<file path="config.mk">
export PLATFORM = sky130hd
export DESIGN_NAME = block_peak_meter
export DESIGN_NICKNAME = d
export VERILOG_FILES = /design/src/rtl/core/bpm_pkg.sv /design/src/rtl/core/block_peak_meter.sv
export VERILOG_INCLUDE_DIRS = /design/src /design/src/rtl/core
export SDC_FILE = /design/constraint.sdc
export NUM_CORES = 2
export LEC_CHECK = 0
export BUFFER_PORTS_ARGS = -buffer_cell sky130_fd_sc_hd__buf_4
export CORE_ASPECT_RATIO = 1.25
export CORE_MARGIN = 1.5
export CORE_UTILIZATION = 55
export CTS_CLUSTER_DIAMETER = 50
export DETAILED_ROUTE_END_ITERATION = 6
export PLACE_DENSITY_LB_ADDON = 0.3
export SLEW_MARGIN = 15
export SYNTH_ARGS = -nofsm -noshare
export SYNTH_HDL_FRONTEND = slang
export SYNTH_SLANG_ARGS = --single-unit
</file>
<file path="constraint.sdc">
create_clock -name clock -period 9.3 [get_ports clock]
set_clock_uncertainty 0.15 [all_clocks]
set_input_delay 0.93 -clock clock [delete_from_list [all_inputs] [get_ports clock]]
set_output_delay 0.93 -clock clock [all_outputs]
set_load 0.02 [all_outputs]
</file>
<file path="src/rtl/core/block_peak_meter_macros.svh">
// Assertion macros shared by the peak meter RTL.
`ifndef BLOCK_PEAK_METER_MACROS_SVH
`define BLOCK_PEAK_METER_MACROS_SVH

`ifndef SYNTH
// Same-cycle implication, checked on every rising clock edge outside reset.
`define BPM_ASSERT_IMP(lbl, clk, rst, ante, cons) \
   lbl: assert property (@(posedge clk) disable iff (rst) (ante) |-> (cons)) \
      else $error("peak meter check failed");
// Next-cycle implication.
`define BPM_ASSERT_NEXT(lbl, clk, rst, ante, cons) \
   lbl: assert property (@(posedge clk) disable iff (rst) (ante) |=> (cons)) \
      else $error("peak meter check failed");
`else
`define BPM_ASSERT_IMP(lbl, clk, rst, ante, cons)
`define BPM_ASSERT_NEXT(lbl, clk, rst, ante, cons)
`endif

`endif

</file>
<file path="src/rtl/core/bpm_pkg.sv">
// Constants and register map of the block peak meter.
`timescale 1ns / 1ps
package bpm_pkg;

   localparam int DEF_MAX_CHANNELS = 8;
   localparam int DEF_TIME_BITS    = 48;

   // Configuration register map (index = byte address / 4).
   localparam int CSR_ADDR_W = 4;
   typedef logic [1:0] reg_index_type;
   localparam reg_index_type REG_ENABLE        = 2'd0;
   localparam reg_index_type REG_CHANNEL_COUNT = 2'd1;
   localparam reg_index_type REG_BLOCK_FRAMES  = 2'd2;
   localparam reg_index_type REG_SAMPLE_RATE   = 2'd3;

   // Reset values of the registers.
   localparam logic        RST_ENABLE        = 1'b0;
   localparam logic [3:0]  RST_CHANNEL_COUNT = 4'd2;
   localparam logic [15:0] RST_BLOCK_FRAMES  = 16'd4801;
   localparam int          RST_RATE_INT      = 48000;
   localparam logic [17:0] RST_SAMPLE_RATE   = 18'(RST_RATE_INT);

   // Milliseconds per second, and its split by the reset sample rate.
   localparam int          MS_PER_S_INT = 1000;
   localparam logic [17:0] MS_PER_S     = 18'(MS_PER_S_INT);
   localparam logic [9:0]  RST_MS_QUO   = 10'(MS_PER_S_INT / RST_RATE_INT);
   localparam logic [17:0] RST_MS_REM   = 18'(MS_PER_S_INT % RST_RATE_INT);

   // Restoring divider by the sample rate, one bit of an 18-bit dividend a cycle.
   localparam int                   DIV_CNT_W = 5;
   localparam logic [DIV_CNT_W-1:0] DIV_STEPS = 5'd18;

endpackage

</file>
<file path="src/rtl/core/block_peak_meter.sv">
// Block peak meter: per-channel block peak detection on interleaved audio.
//
// Samples arrive on the req_ stream, one signed 16-bit sample per transfer, in
// channel-interleaved order. req_tuser marks the first sample of a call and
// carries the call's base timecode in req_tdata; req_tlast marks the last
// sample of a call and closes any partial frame and block.
// While enabled, each accepted sample is folded into the peak register of its
// channel in the cycle of the transfer, so one sample is taken per cycle while
// req_tready is high. When a block of frames completes, the peaks are copied
// to an emit bank and one result per channel leaves on the rsp_ stream through
// an output register, one transfer per cycle while rsp_tready is high,
// rsp_tlast on the last channel. rsp_tvalid rises once the drain loads
// the first result. req_tready is low while the emit bank drains, so each
// block stalls the input until all its channel results are loaded. A write of
// sample_rate starts a divider that splits 1000 ms, and the remainder held
// from the old rate, by the new rate; req_tready is low while it runs. Reset
// restores the register defaults (disabled, two channels, 4801 frames, 48000
// Hz) and clears the running peaks, counters and time. A stalled rsp_ side
// holds its result; the drain and hence the input wait until it is taken.
`timescale 1ns / 1ps
`include "block_peak_meter_macros.svh"

module block_peak_meter import bpm_pkg::*; #(
   parameter int MAX_CHANNELS = DEF_MAX_CHANNELS,
   parameter int TIME_BITS    = DEF_TIME_BITS
) (
   input  logic                  clock,
   input  logic                  reset,
   // sample stream
   input  logic                  req_tvalid,
   output logic                  req_tready,
   input  logic [63:0]           req_tdata,   // [15:0] sample_value, [63:16] base_timecode
   input  logic                  req_tuser,   // [0] call_start
   input  logic                  req_tlast,   // call_end
   // result stream
   output logic                  rsp_tvalid,
   input  logic                  rsp_tready,
   output logic [71:0]           rsp_tdata,   // [47:0] block_time, [62:48] peak_level,
                                              // [66:63] channels_in_block, [71:67] zero
   output logic [2:0]            rsp_tuser,   // [2:0] channel_index
   output logic                  rsp_tlast,   // last_channel
   // configuration port
   input  logic                  csr_psel,
   input  logic                  csr_penable,
   input  logic                  csr_pwrite,
   input  logic [CSR_ADDR_W-1:0] csr_paddr,
   input  logic [31:0]           csr_pwdata,
   output logic [31:0]           csr_prdata,
   output logic                  csr_pready
);

   localparam int CH_CNT_W = $clog2(MAX_CHANNELS + 1);
   localparam int CH_IDX_W = (MAX_CHANNELS > 1) ? $clog2(MAX_CHANNELS) : 1;

   // ---------------------------------------------------------------- registers
   logic        enable_ff;
   logic [3:0]  channel_count_ff;
   logic [15:0] block_frames_ff;
   logic [17:0] sample_rate_ff;

   logic        csr_wr;
   reg_index_type csr_idx;

   assign csr_pready = 1'b1;
   assign csr_idx    = csr_paddr[3:2];
   assign csr_wr     = csr_psel & csr_penable & csr_pwrite & csr_pready;

   always_ff @(posedge clock) begin
      if (reset) begin
         enable_ff        <= RST_ENABLE;
         channel_count_ff <= RST_CHANNEL_COUNT;
         block_frames_ff  <= RST_BLOCK_FRAMES;
         sample_rate_ff   <= RST_SAMPLE_RATE;
      end else if (csr_wr) begin
         unique case (csr_idx)
            REG_ENABLE:        enable_ff        <= csr_pwdata[0];
            REG_CHANNEL_COUNT: channel_count_ff <= csr_pwdata[3:0];
            REG_BLOCK_FRAMES:  block_frames_ff  <= csr_pwdata[15:0];
            REG_SAMPLE_RATE:   sample_rate_ff   <= csr_pwdata[17:0];
            default: ;
         endcase
      end
   end

   always_comb begin
      unique case (csr_idx)
         REG_ENABLE:        csr_prdata = {31'd0, enable_ff};
         REG_CHANNEL_COUNT: csr_prdata = {28'd0, channel_count_ff};
         REG_BLOCK_FRAMES:  csr_prdata = {16'd0, block_frames_ff};
         REG_SAMPLE_RATE:   csr_prdata = {14'd0, sample_rate_ff};
         default:           csr_prdata = 32'd0;
      endcase
   end

   // Effective settings: zero values act as one, channels clamp to the limit.
   logic [17:0]         rate_eff;
   logic [15:0]         frames_eff;
   logic [CH_CNT_W-1:0] nch;

   assign rate_eff   = (sample_rate_ff == 18'd0) ? 18'd1 : sample_rate_ff;
   assign frames_eff = (block_frames_ff == 16'd0) ? 16'd1 : block_frames_ff;

   always_comb begin
      if (channel_count_ff == 4'd0)
         nch = CH_CNT_W'(1);
      else if ({1'b0, channel_count_ff} > 5'(MAX_CHANNELS))
         nch = CH_CNT_W'(MAX_CHANNELS);
      else
         nch = CH_CNT_W'(channel_count_ff);
   end

   // ----------------------------------------------- 1000 / rate, one bit a cycle
   // The per-frame step then needs only a single compare and subtract.
   logic [DIV_CNT_W-1:0] div_cnt_ff;
   logic [17:0]          ms_rem_step_ff;   // 1000 mod rate
   logic [9:0]           ms_quo_step_ff;   // 1000 div rate
   logic [DIV_CNT_W-1:0] div_bit_idx;
   logic [18:0]          div_trial;
   logic                 div_busy;

   assign div_busy    = (div_cnt_ff != '0);
   assign div_bit_idx = DIV_CNT_W'(div_cnt_ff - DIV_CNT_W'(1));
   assign div_trial   = {ms_rem_step_ff, MS_PER_S[div_bit_idx]};

   always_ff @(posedge clock) begin
      if (reset) begin
         div_cnt_ff     <= '0;
         ms_rem_step_ff <= RST_MS_REM;
         ms_quo_step_ff <= RST_MS_QUO;
      end else if (csr_wr && csr_idx == REG_SAMPLE_RATE) begin
         div_cnt_ff     <= DIV_STEPS;
         ms_rem_step_ff <= '0;
         ms_quo_step_ff <= '0;
      end else if (div_busy) begin
         div_cnt_ff <= div_cnt_ff - DIV_CNT_W'(1);
         if (div_trial >= {1'b0, rate_eff}) begin
            ms_rem_step_ff <= 18'(div_trial - {1'b0, rate_eff});
            ms_quo_step_ff <= {ms_quo_step_ff[8:0], 1'b1};
         end else begin
            ms_rem_step_ff <= div_trial[17:0];
            ms_quo_step_ff <= {ms_quo_step_ff[8:0], 1'b0};
         end
      end
   end

   // ------------------------------------------------------------- sample path
   logic [14:0]          peaks_ff [MAX_CHANNELS];
   logic [CH_IDX_W-1:0]  cur_ff;
   logic [15:0]          frames_ff;
   logic [TIME_BITS-1:0] base_time_ff;
   logic [TIME_BITS-1:0] elapsed_ff;
   logic [17:0]          ms_rem_ff;
   logic [TIME_BITS-1:0] block_start_ff;

   logic [14:0]          emit_peaks_ff [MAX_CHANNELS];
   logic [TIME_BITS-1:0] emit_time_ff;
   logic [CH_CNT_W-1:0]  emit_nch_ff;
   logic [CH_IDX_W-1:0]  emit_idx_ff;
   logic                 emit_busy_ff;

   logic                 req_fire;
   logic                 call_start;
   logic                 call_end;
   logic [15:0]          sample_value;
   logic [TIME_BITS-1:0] base_in;

   assign req_tready   = !emit_busy_ff && !div_busy;
   assign req_fire     = req_tvalid && req_tready;
   assign sample_value = req_tdata[15:0];
   assign base_in      = TIME_BITS'(req_tdata[63:16]);
   assign call_start   = req_tuser;
   assign call_end     = req_tlast;

   // State as seen after the call start clear.
   logic [TIME_BITS-1:0] base_b;
   logic [TIME_BITS-1:0] elapsed_b;
   logic [17:0]          ms_rem_b;
   logic [TIME_BITS-1:0] block_start_b;
   logic [15:0]          frames_b;
   logic [CH_IDX_W-1:0]  cur_s;
   logic [CH_IDX_W-1:0]  cur_b;
   logic [14:0]          peaks_b [MAX_CHANNELS];
   logic [14:0]          peak_old;
   logic [14:0]          mag;
   logic [15:0]          neg_value;
   logic [14:0]          peak_new;
   logic [CH_CNT_W-1:0]  cur_next;
   logic                 frame_done;
   logic                 use_norm;
   logic [17:0]          rem_base;
   logic [18:0]          rem_sum;
   logic                 rem_carry;
   logic [9:0]           ms_step;
   logic [TIME_BITS-1:0] elapsed_n;
   logic [17:0]          ms_rem_n;
   logic [15:0]          frames_n;
   logic                 emit_now;
   logic [14:0]          peaks_upd [MAX_CHANNELS];

   // ------------------------------------ remainder held across a rate change
   // The remainder left by the old rate can exceed the new one. It is split by
   // the new rate alongside 1000, and the split is used at the next frame end.
   logic [17:0] norm_rem_ff;
   logic [17:0] norm_quo_ff;
   logic        norm_pend_ff;
   logic [18:0] norm_trial;
   logic        norm_take;

   assign norm_trial = {norm_rem_ff, ms_rem_ff[div_bit_idx]};
   assign norm_take  = (norm_trial >= {1'b0, rate_eff});

   always_ff @(posedge clock) begin
      if (reset) begin
         norm_rem_ff  <= 18'd0;
         norm_quo_ff  <= 18'd0;
         norm_pend_ff <= 1'b0;
      end else if (csr_wr && csr_idx == REG_SAMPLE_RATE) begin
         norm_rem_ff  <= 18'd0;
         norm_quo_ff  <= 18'd0;
         norm_pend_ff <= 1'b1;
      end else if (div_busy) begin
         norm_rem_ff <= norm_take ? 18'(norm_trial - {1'b0, rate_eff}) : norm_trial[17:0];
         norm_quo_ff <= {norm_quo_ff[16:0], norm_take};
      end else if (req_fire && (call_start || (enable_ff && frame_done))) begin
         norm_pend_ff <= 1'b0;
      end
   end

   always_comb begin
      for (int i = 0; i < MAX_CHANNELS; i++) begin
         peaks_b[i] = call_start ? 15'd0 : peaks_ff[i];
      end
      base_b        = call_start ? base_in : base_time_ff;
      elapsed_b     = call_start ? '0 : elapsed_ff;
      ms_rem_b      = call_start ? 18'd0 : ms_rem_ff;
      block_start_b = call_start ? '0 : block_start_ff;
      frames_b      = call_start ? 16'd0 : frames_ff;
      cur_s         = call_start ? '0 : cur_ff;
      cur_b         = cur_s;
      // A lowered channel count restarts the frame at channel zero.
      if (CH_CNT_W'(cur_b) >= nch)
         cur_b = '0;

      peak_old = peaks_b[cur_b];

      // Magnitude; the most negative sample saturates.
      neg_value = 16'(~sample_value + 16'd1);
      if (!sample_value[15])
         mag = sample_value[14:0];
      else if (sample_value == 16'h8000)
         mag = 15'h7FFF;
      else
         mag = neg_value[14:0];
      peak_new = (mag > peak_old) ? mag : peak_old;

      peaks_upd        = peaks_b;
      peaks_upd[cur_b] = peak_new;

      cur_next   = CH_CNT_W'(cur_b) + CH_CNT_W'(1);
      frame_done = (cur_next >= nch) || call_end;

      // Elapsed time moves by 1000/rate ms per frame, carried as quotient
      // and remainder.
      use_norm  = norm_pend_ff && !call_start;
      rem_base  = use_norm ? norm_rem_ff : ms_rem_b;
      rem_sum   = {1'b0, rem_base} + {1'b0, ms_rem_step_ff};
      rem_carry = (rem_sum >= {1'b0, rate_eff});
      ms_step   = ms_quo_step_ff + {9'd0, rem_carry};
      ms_rem_n  = rem_carry ? 18'(rem_sum - {1'b0, rate_eff}) : rem_sum[17:0];
      elapsed_n = elapsed_b + TIME_BITS'(ms_step) +
                  (use_norm ? TIME_BITS'(norm_quo_ff) : TIME_BITS'(0));
      frames_n  = frames_b + 16'd1;

      emit_now = frame_done && ((frames_n >= frames_eff) || call_end);
   end

   always_ff @(posedge clock) begin
      if (reset) begin
         for (int i = 0; i < MAX_CHANNELS; i++) begin
            peaks_ff[i] <= 15'd0;
         end
         cur_ff         <= '0;
         frames_ff      <= 16'd0;
         base_time_ff   <= '0;
         elapsed_ff     <= '0;
         ms_rem_ff      <= 18'd0;
         block_start_ff <= '0;
      end else if (req_fire) begin
         base_time_ff <= base_b;
         if (enable_ff) begin
            for (int i = 0; i < MAX_CHANNELS; i++) begin
               peaks_ff[i] <= emit_now ? 15'd0 : peaks_upd[i];
            end
            if (emit_now) begin
               frames_ff      <= 16'd0;
               block_start_ff <= elapsed_n;
            end else begin
               frames_ff      <= frame_done ? frames_n : frames_b;
               block_start_ff <= block_start_b;
            end
            if (frame_done) begin
               cur_ff     <= '0;
               elapsed_ff <= elapsed_n;
               ms_rem_ff  <= ms_rem_n;
            end else begin
               cur_ff     <= cur_next[CH_IDX_W-1:0];
               elapsed_ff <= elapsed_b;
               ms_rem_ff  <= ms_rem_b;
            end
         end else begin
            for (int i = 0; i < MAX_CHANNELS; i++) begin
               peaks_ff[i] <= peaks_b[i];
            end
            cur_ff         <= cur_s;
            frames_ff      <= frames_b;
            elapsed_ff     <= elapsed_b;
            ms_rem_ff      <= ms_rem_b;
            block_start_ff <= block_start_b;
         end
      end
   end

   // ------------------------------------------------------ emit bank and drain
   logic emit_fire;
   logic rsp_load;
   logic emit_last;

   assign emit_fire = req_fire && enable_ff && emit_now;
   assign emit_last = (CH_CNT_W'(emit_idx_ff) + CH_CNT_W'(1)) == emit_nch_ff;

   logic                 rsp_valid_ff;
   logic [47:0]          rsp_time_ff;
   logic [2:0]           rsp_chan_ff;
   logic [14:0]          rsp_peak_ff;
   logic [3:0]           rsp_nch_ff;
   logic                 rsp_last_ff;
   logic [63:0]          time_wide;

   assign rsp_load  = emit_busy_ff && (!rsp_valid_ff || rsp_tready);
   assign time_wide = 64'(emit_time_ff);

   always_ff @(posedge clock) begin
      if (reset) begin
         emit_busy_ff <= 1'b0;
         emit_idx_ff  <= '0;
      end else if (emit_fire) begin
         emit_busy_ff <= 1'b1;
         emit_idx_ff  <= '0;
      end else if (rsp_load) begin
         emit_busy_ff <= !emit_last;
         emit_idx_ff  <= emit_last ? '0 : CH_IDX_W'(emit_idx_ff + CH_IDX_W'(1));
      end
   end

   always_ff @(posedge clock) begin
      if (emit_fire) begin
         emit_peaks_ff <= peaks_upd;
         emit_time_ff  <= base_b + block_start_b;
         emit_nch_ff   <= nch;
      end
   end

   always_ff @(posedge clock) begin
      if (reset)
         rsp_valid_ff <= 1'b0;
      else if (rsp_load)
         rsp_valid_ff <= 1'b1;
      else if (rsp_tready)
         rsp_valid_ff <= 1'b0;
   end

   always_ff @(posedge clock) begin
      if (rsp_load) begin
         rsp_time_ff <= time_wide[47:0];
         rsp_chan_ff <= 3'(emit_idx_ff);
         rsp_peak_ff <= emit_peaks_ff[emit_idx_ff];
         rsp_nch_ff  <= 4'(emit_nch_ff);
         rsp_last_ff <= emit_last;
      end
   end

   assign rsp_tvalid = rsp_valid_ff;
   assign rsp_tdata  = {5'd0, rsp_nch_ff, rsp_peak_ff, rsp_time_ff};
   assign rsp_tuser  = rsp_chan_ff;
   assign rsp_tlast  = rsp_last_ff;

   // ----------------------------------------------------------------- checks
   `BPM_ASSERT_NEXT(a_emit_starts_drain, clock, reset, emit_fire, emit_busy_ff)
   `BPM_ASSERT_IMP(a_drain_index_in_range, clock, reset, emit_busy_ff,
                   CH_CNT_W'(emit_idx_ff) < emit_nch_ff)
   `BPM_ASSERT_IMP(a_last_matches_count, clock, reset, rsp_valid_ff && rsp_last_ff,
                   ({2'b00, rsp_chan_ff} + 5'd1) == {1'b0, rsp_nch_ff})
   `BPM_ASSERT_IMP(a_channel_in_range, clock, reset, 1'b1,
                   32'(cur_ff) < 32'(MAX_CHANNELS))

endmodule

</file>
==> out/qor.yml <==
drcViolationCount: 0
worstPathRequired_ns: 9.68
n_fill_cell: 5762
post_cts_buffers: 0
dpl.cell_count: 4953
p_int_mw: 5.88
ys.flop_type: "edfxtp_1"
hpwl_um: 72400
initialDrtViolationCount: 3216
p_leak_nw: 16.6
pwr-share-comb_pct: 27.9
worstSkewPairLatency_ns: 0.63
clk_path_buf_depth: 3
finalCritPeriodShare_pct: 92.1
finalNetCount: 4421
first_pass_iters: 6
crit_path_start: "norm_pend_ff$_SDFFE_PP0P_"
hold_buffers: 0
cp-end-kind: "flip-flop"
cp_max_fo: 18
grt_pass1_wl_um: 166000
status: "complete, no violations"
drt-total-wl_um: 107000
hold_class: "reg -> reg"
tightest_slew_ns: 1.21
tns_ns: 0
layout_common_cells: "477 x nand2_1, 363 x edfxtp_1, 306 x a21oi_1"
diodes: 0
crit_top_cell: "ha_1"
drtAntennaViolNets: 0
period_needed_ns: 8.57
final_common_cell: "nand2_1"
hp-start: "emit_time_ff[11]$_DFFE_PP_"
cts_sinks: 658
dp_worst_setup_slack_ns: 0.480
yosys_warnings: 0
ys_ff_latch: 658
fmax_mhz: 117
synth_seq_area_share_pct: 43.9
place_congestion: 0.939
worst_slack_ns: 0.733
syn_inst: 4003
dieHeight_um: 298
vias_per_cell: 6.20
coreArea_mm2: 0.0685
cts_tree: "built"
ys_types: 88
synth_area_mm2: 0.0383
hold_violations: 0
die_x_um: 239
critPathSlowestCell: "nor3_2"
timing.rr.start: "norm_pend_ff$_SDFFE_PP0P_"
maxCapViolations: 0
die_area_mm2: 0.0712
cp_slowest_stage_delay_ns: 0.52
swShare_pct: 34.0
rsz0062_at_grt: "no"
crit_type: "reg -> reg"
async_flop_share_pct: 0
synth_edf_count: 363
grt_max_degree: 147
synthToLayoutAreaGrowth_pct: 12.1
p_clk_share_pct: 32.6
via_count: 31500
core.rowCount: 107
cts_inserted_buffers: 75
start_util_pct: 55.8
grt_use_total_pct: 29.6
cts-root-buf: "clkbuf_16"
finalSetupViolations: 0
peakVddDrop_v: 0.000160
drive_gt1_share_pct: 12.8
post_drt_wl_per_cell_um: 20.9
io_pins: 220
avgSynthCellArea_um2: 9.56
worstSetupStartpointType: "flip-flop"
slew_headroom_pct: 19.2
power.switching_mw: 3.03
pwr_density_cell_mw_per_mm2: 208
arrival_ns: 8.94
antenna_found_initial: 1
pwr-share-seq_pct: 39.5
grt_pass1_vias: 30300
cts-resized-gates: 0
gr-total-overflow: 0
drv_slew: 0
io_buffers: 183
instances_no_fill: 5092
cts.htree.levels: 3
clk_pin_slew_ns: 0.06
## metrics by stage
step           power (mW)  hold WS [ns]  util (%)  cell area, µm²
6_report             8.91         0.265      62.6           42900
3_3_place_gp         5.96         0.254      59.1           40500
2_1_floorplan        5.35         0.250         -           38400
3_5_place_dp         6.01         0.255      59.1           40500
4_1_cts              8.91         0.265      62.6           42900
5_1_grt              9.32         0.272      62.6           42900
## cell usage after synthesis (18+ instances only)
library cell / n / area (µm²)
a211oi_1: 34 / 255
a21o_1: 74 / 556
a21oi_1: 306 / 1530
a22o_1: 28 / 245
a22oi_1: 23 / 173
a31oi_1: 18 / 113
and2_1: 24 / 150
and3_1: 25 / 156
buf_2: 19 / 95.1
buf_4: 20 / 150
clkbuf_1: 193 / 724
dfxtp_1: 295 / 5910
edfxtp_1: 363 / 10900
ha_1: 192 / 2400
inv_1: 143 / 537
mux2_2: 70 / 788
mux2i_1: 94 / 941
mux4_2: 36 / 811
nand2_1: 478 / 1790
nand2b_1: 27 / 169
nand3_1: 173 / 866
nand4_1: 36 / 225
nor2_1: 247 / 927
nor2b_1: 103 / 644
nor3_1: 59 / 295
o211ai_1: 23 / 173
o21a_1: 24 / 180
o21ai_0: 264 / 1320
o21bai_1: 30 / 225
o22ai_1: 23 / 144
o2bb2ai_1: 101 / 885
o31ai_1: 19 / 143
or3_1: 19 / 119
xnor2_1: 99 / 867
xor2_1: 77 / 674
## layer usage
metal  wire length [µm]  vias to the layer above  share of wire (%)  global-route usage (%)
met5                 11                        -              0.010                       0
met4               4810                        2                4.5                    13.7
met3               7640                      291                7.2                    4.25
met2              52700                     1318                 49                    50.2
met1              41500                    15100                 39                    37.0
li1                   -                    14800                  -                       -
## registers in the layout (all words and copies together), names as in the netlist, 18 cells and up
name / count
peaks_ff: 120
ms_rem_ff: 18
norm_rem_ff: 18
norm_quo_ff: 18
sample_rate_ff: 18
emit_time_ff: 48
block_start_ff: 48
base_time_ff: 48
rsp_time_ff: 48
elapsed_ff: 48
ms_rem_step_ff: 18
emit_peaks_ff: 120
## cell type report
| cell class | count | area (µm²) | share of cell area [%] |
|---|---|---|---|
| clock buffers | 99 | 2050 | 4.77 |
| clock inverters | 40 | 344 | 0.802 |
| well taps | 926 | 1160 | 2.70 |
| repair buffers | 255 | 1960 | 4.56 |
| flip-flops and latches | 658 | 16800 | 39.2 |
| inverters | 144 | 544 | 1.27 |
| multi-input cells | 2970 | 20100 | 46.7 |
## critical path, delay by kind of cell (launching register included)
family / cells / cell delay, ns
compound gates: 15 / 3.17
fa+ha+maj: 6 / 1.91
simple gates: 6 / 1.33
xor+xnor: 3 / 0.61
buf+inv: 3 / 0.58
flops: 1 / 0.41
mux: 1 / 0.27
## kinds of logic after synthesis
logic type,share of synthesized area [%]
xor gates and xnor gates,4.03
adders and majority gates,7.11
muxes,6.89
AOI/OAI and AO/OA,18.4
DFF,43.9
other,0.0196
buffers and inverters,4.15
and+or+nand+nor,15.5
## power groups by stage
stage               Sequential (mW)  Clock [mW]  Combinational, mW
CTS                            3.51        2.94               2.45
global placement               3.57           0               2.40
floorplan                      3.51           0               1.85
detailed placement             3.57           0               2.44
global route                   3.55        3.05               2.73
finish                         3.52        2.90               2.48
## final timing paths
kind                                      to  slack, ns  depth (start not counted)
min                rsp_time_ff[11]$_DFFE_PP_       0.26                          0
min reg2reg        rsp_time_ff[11]$_DFFE_PP_       0.26                          0
max reg2reg  block_start_ff[42]$_SDFFE_PP0P_       0.73                         34
max          block_start_ff[42]$_SDFFE_PP0P_       0.73                         34
No activity file was read; power rests on OpenSTA's default activity.
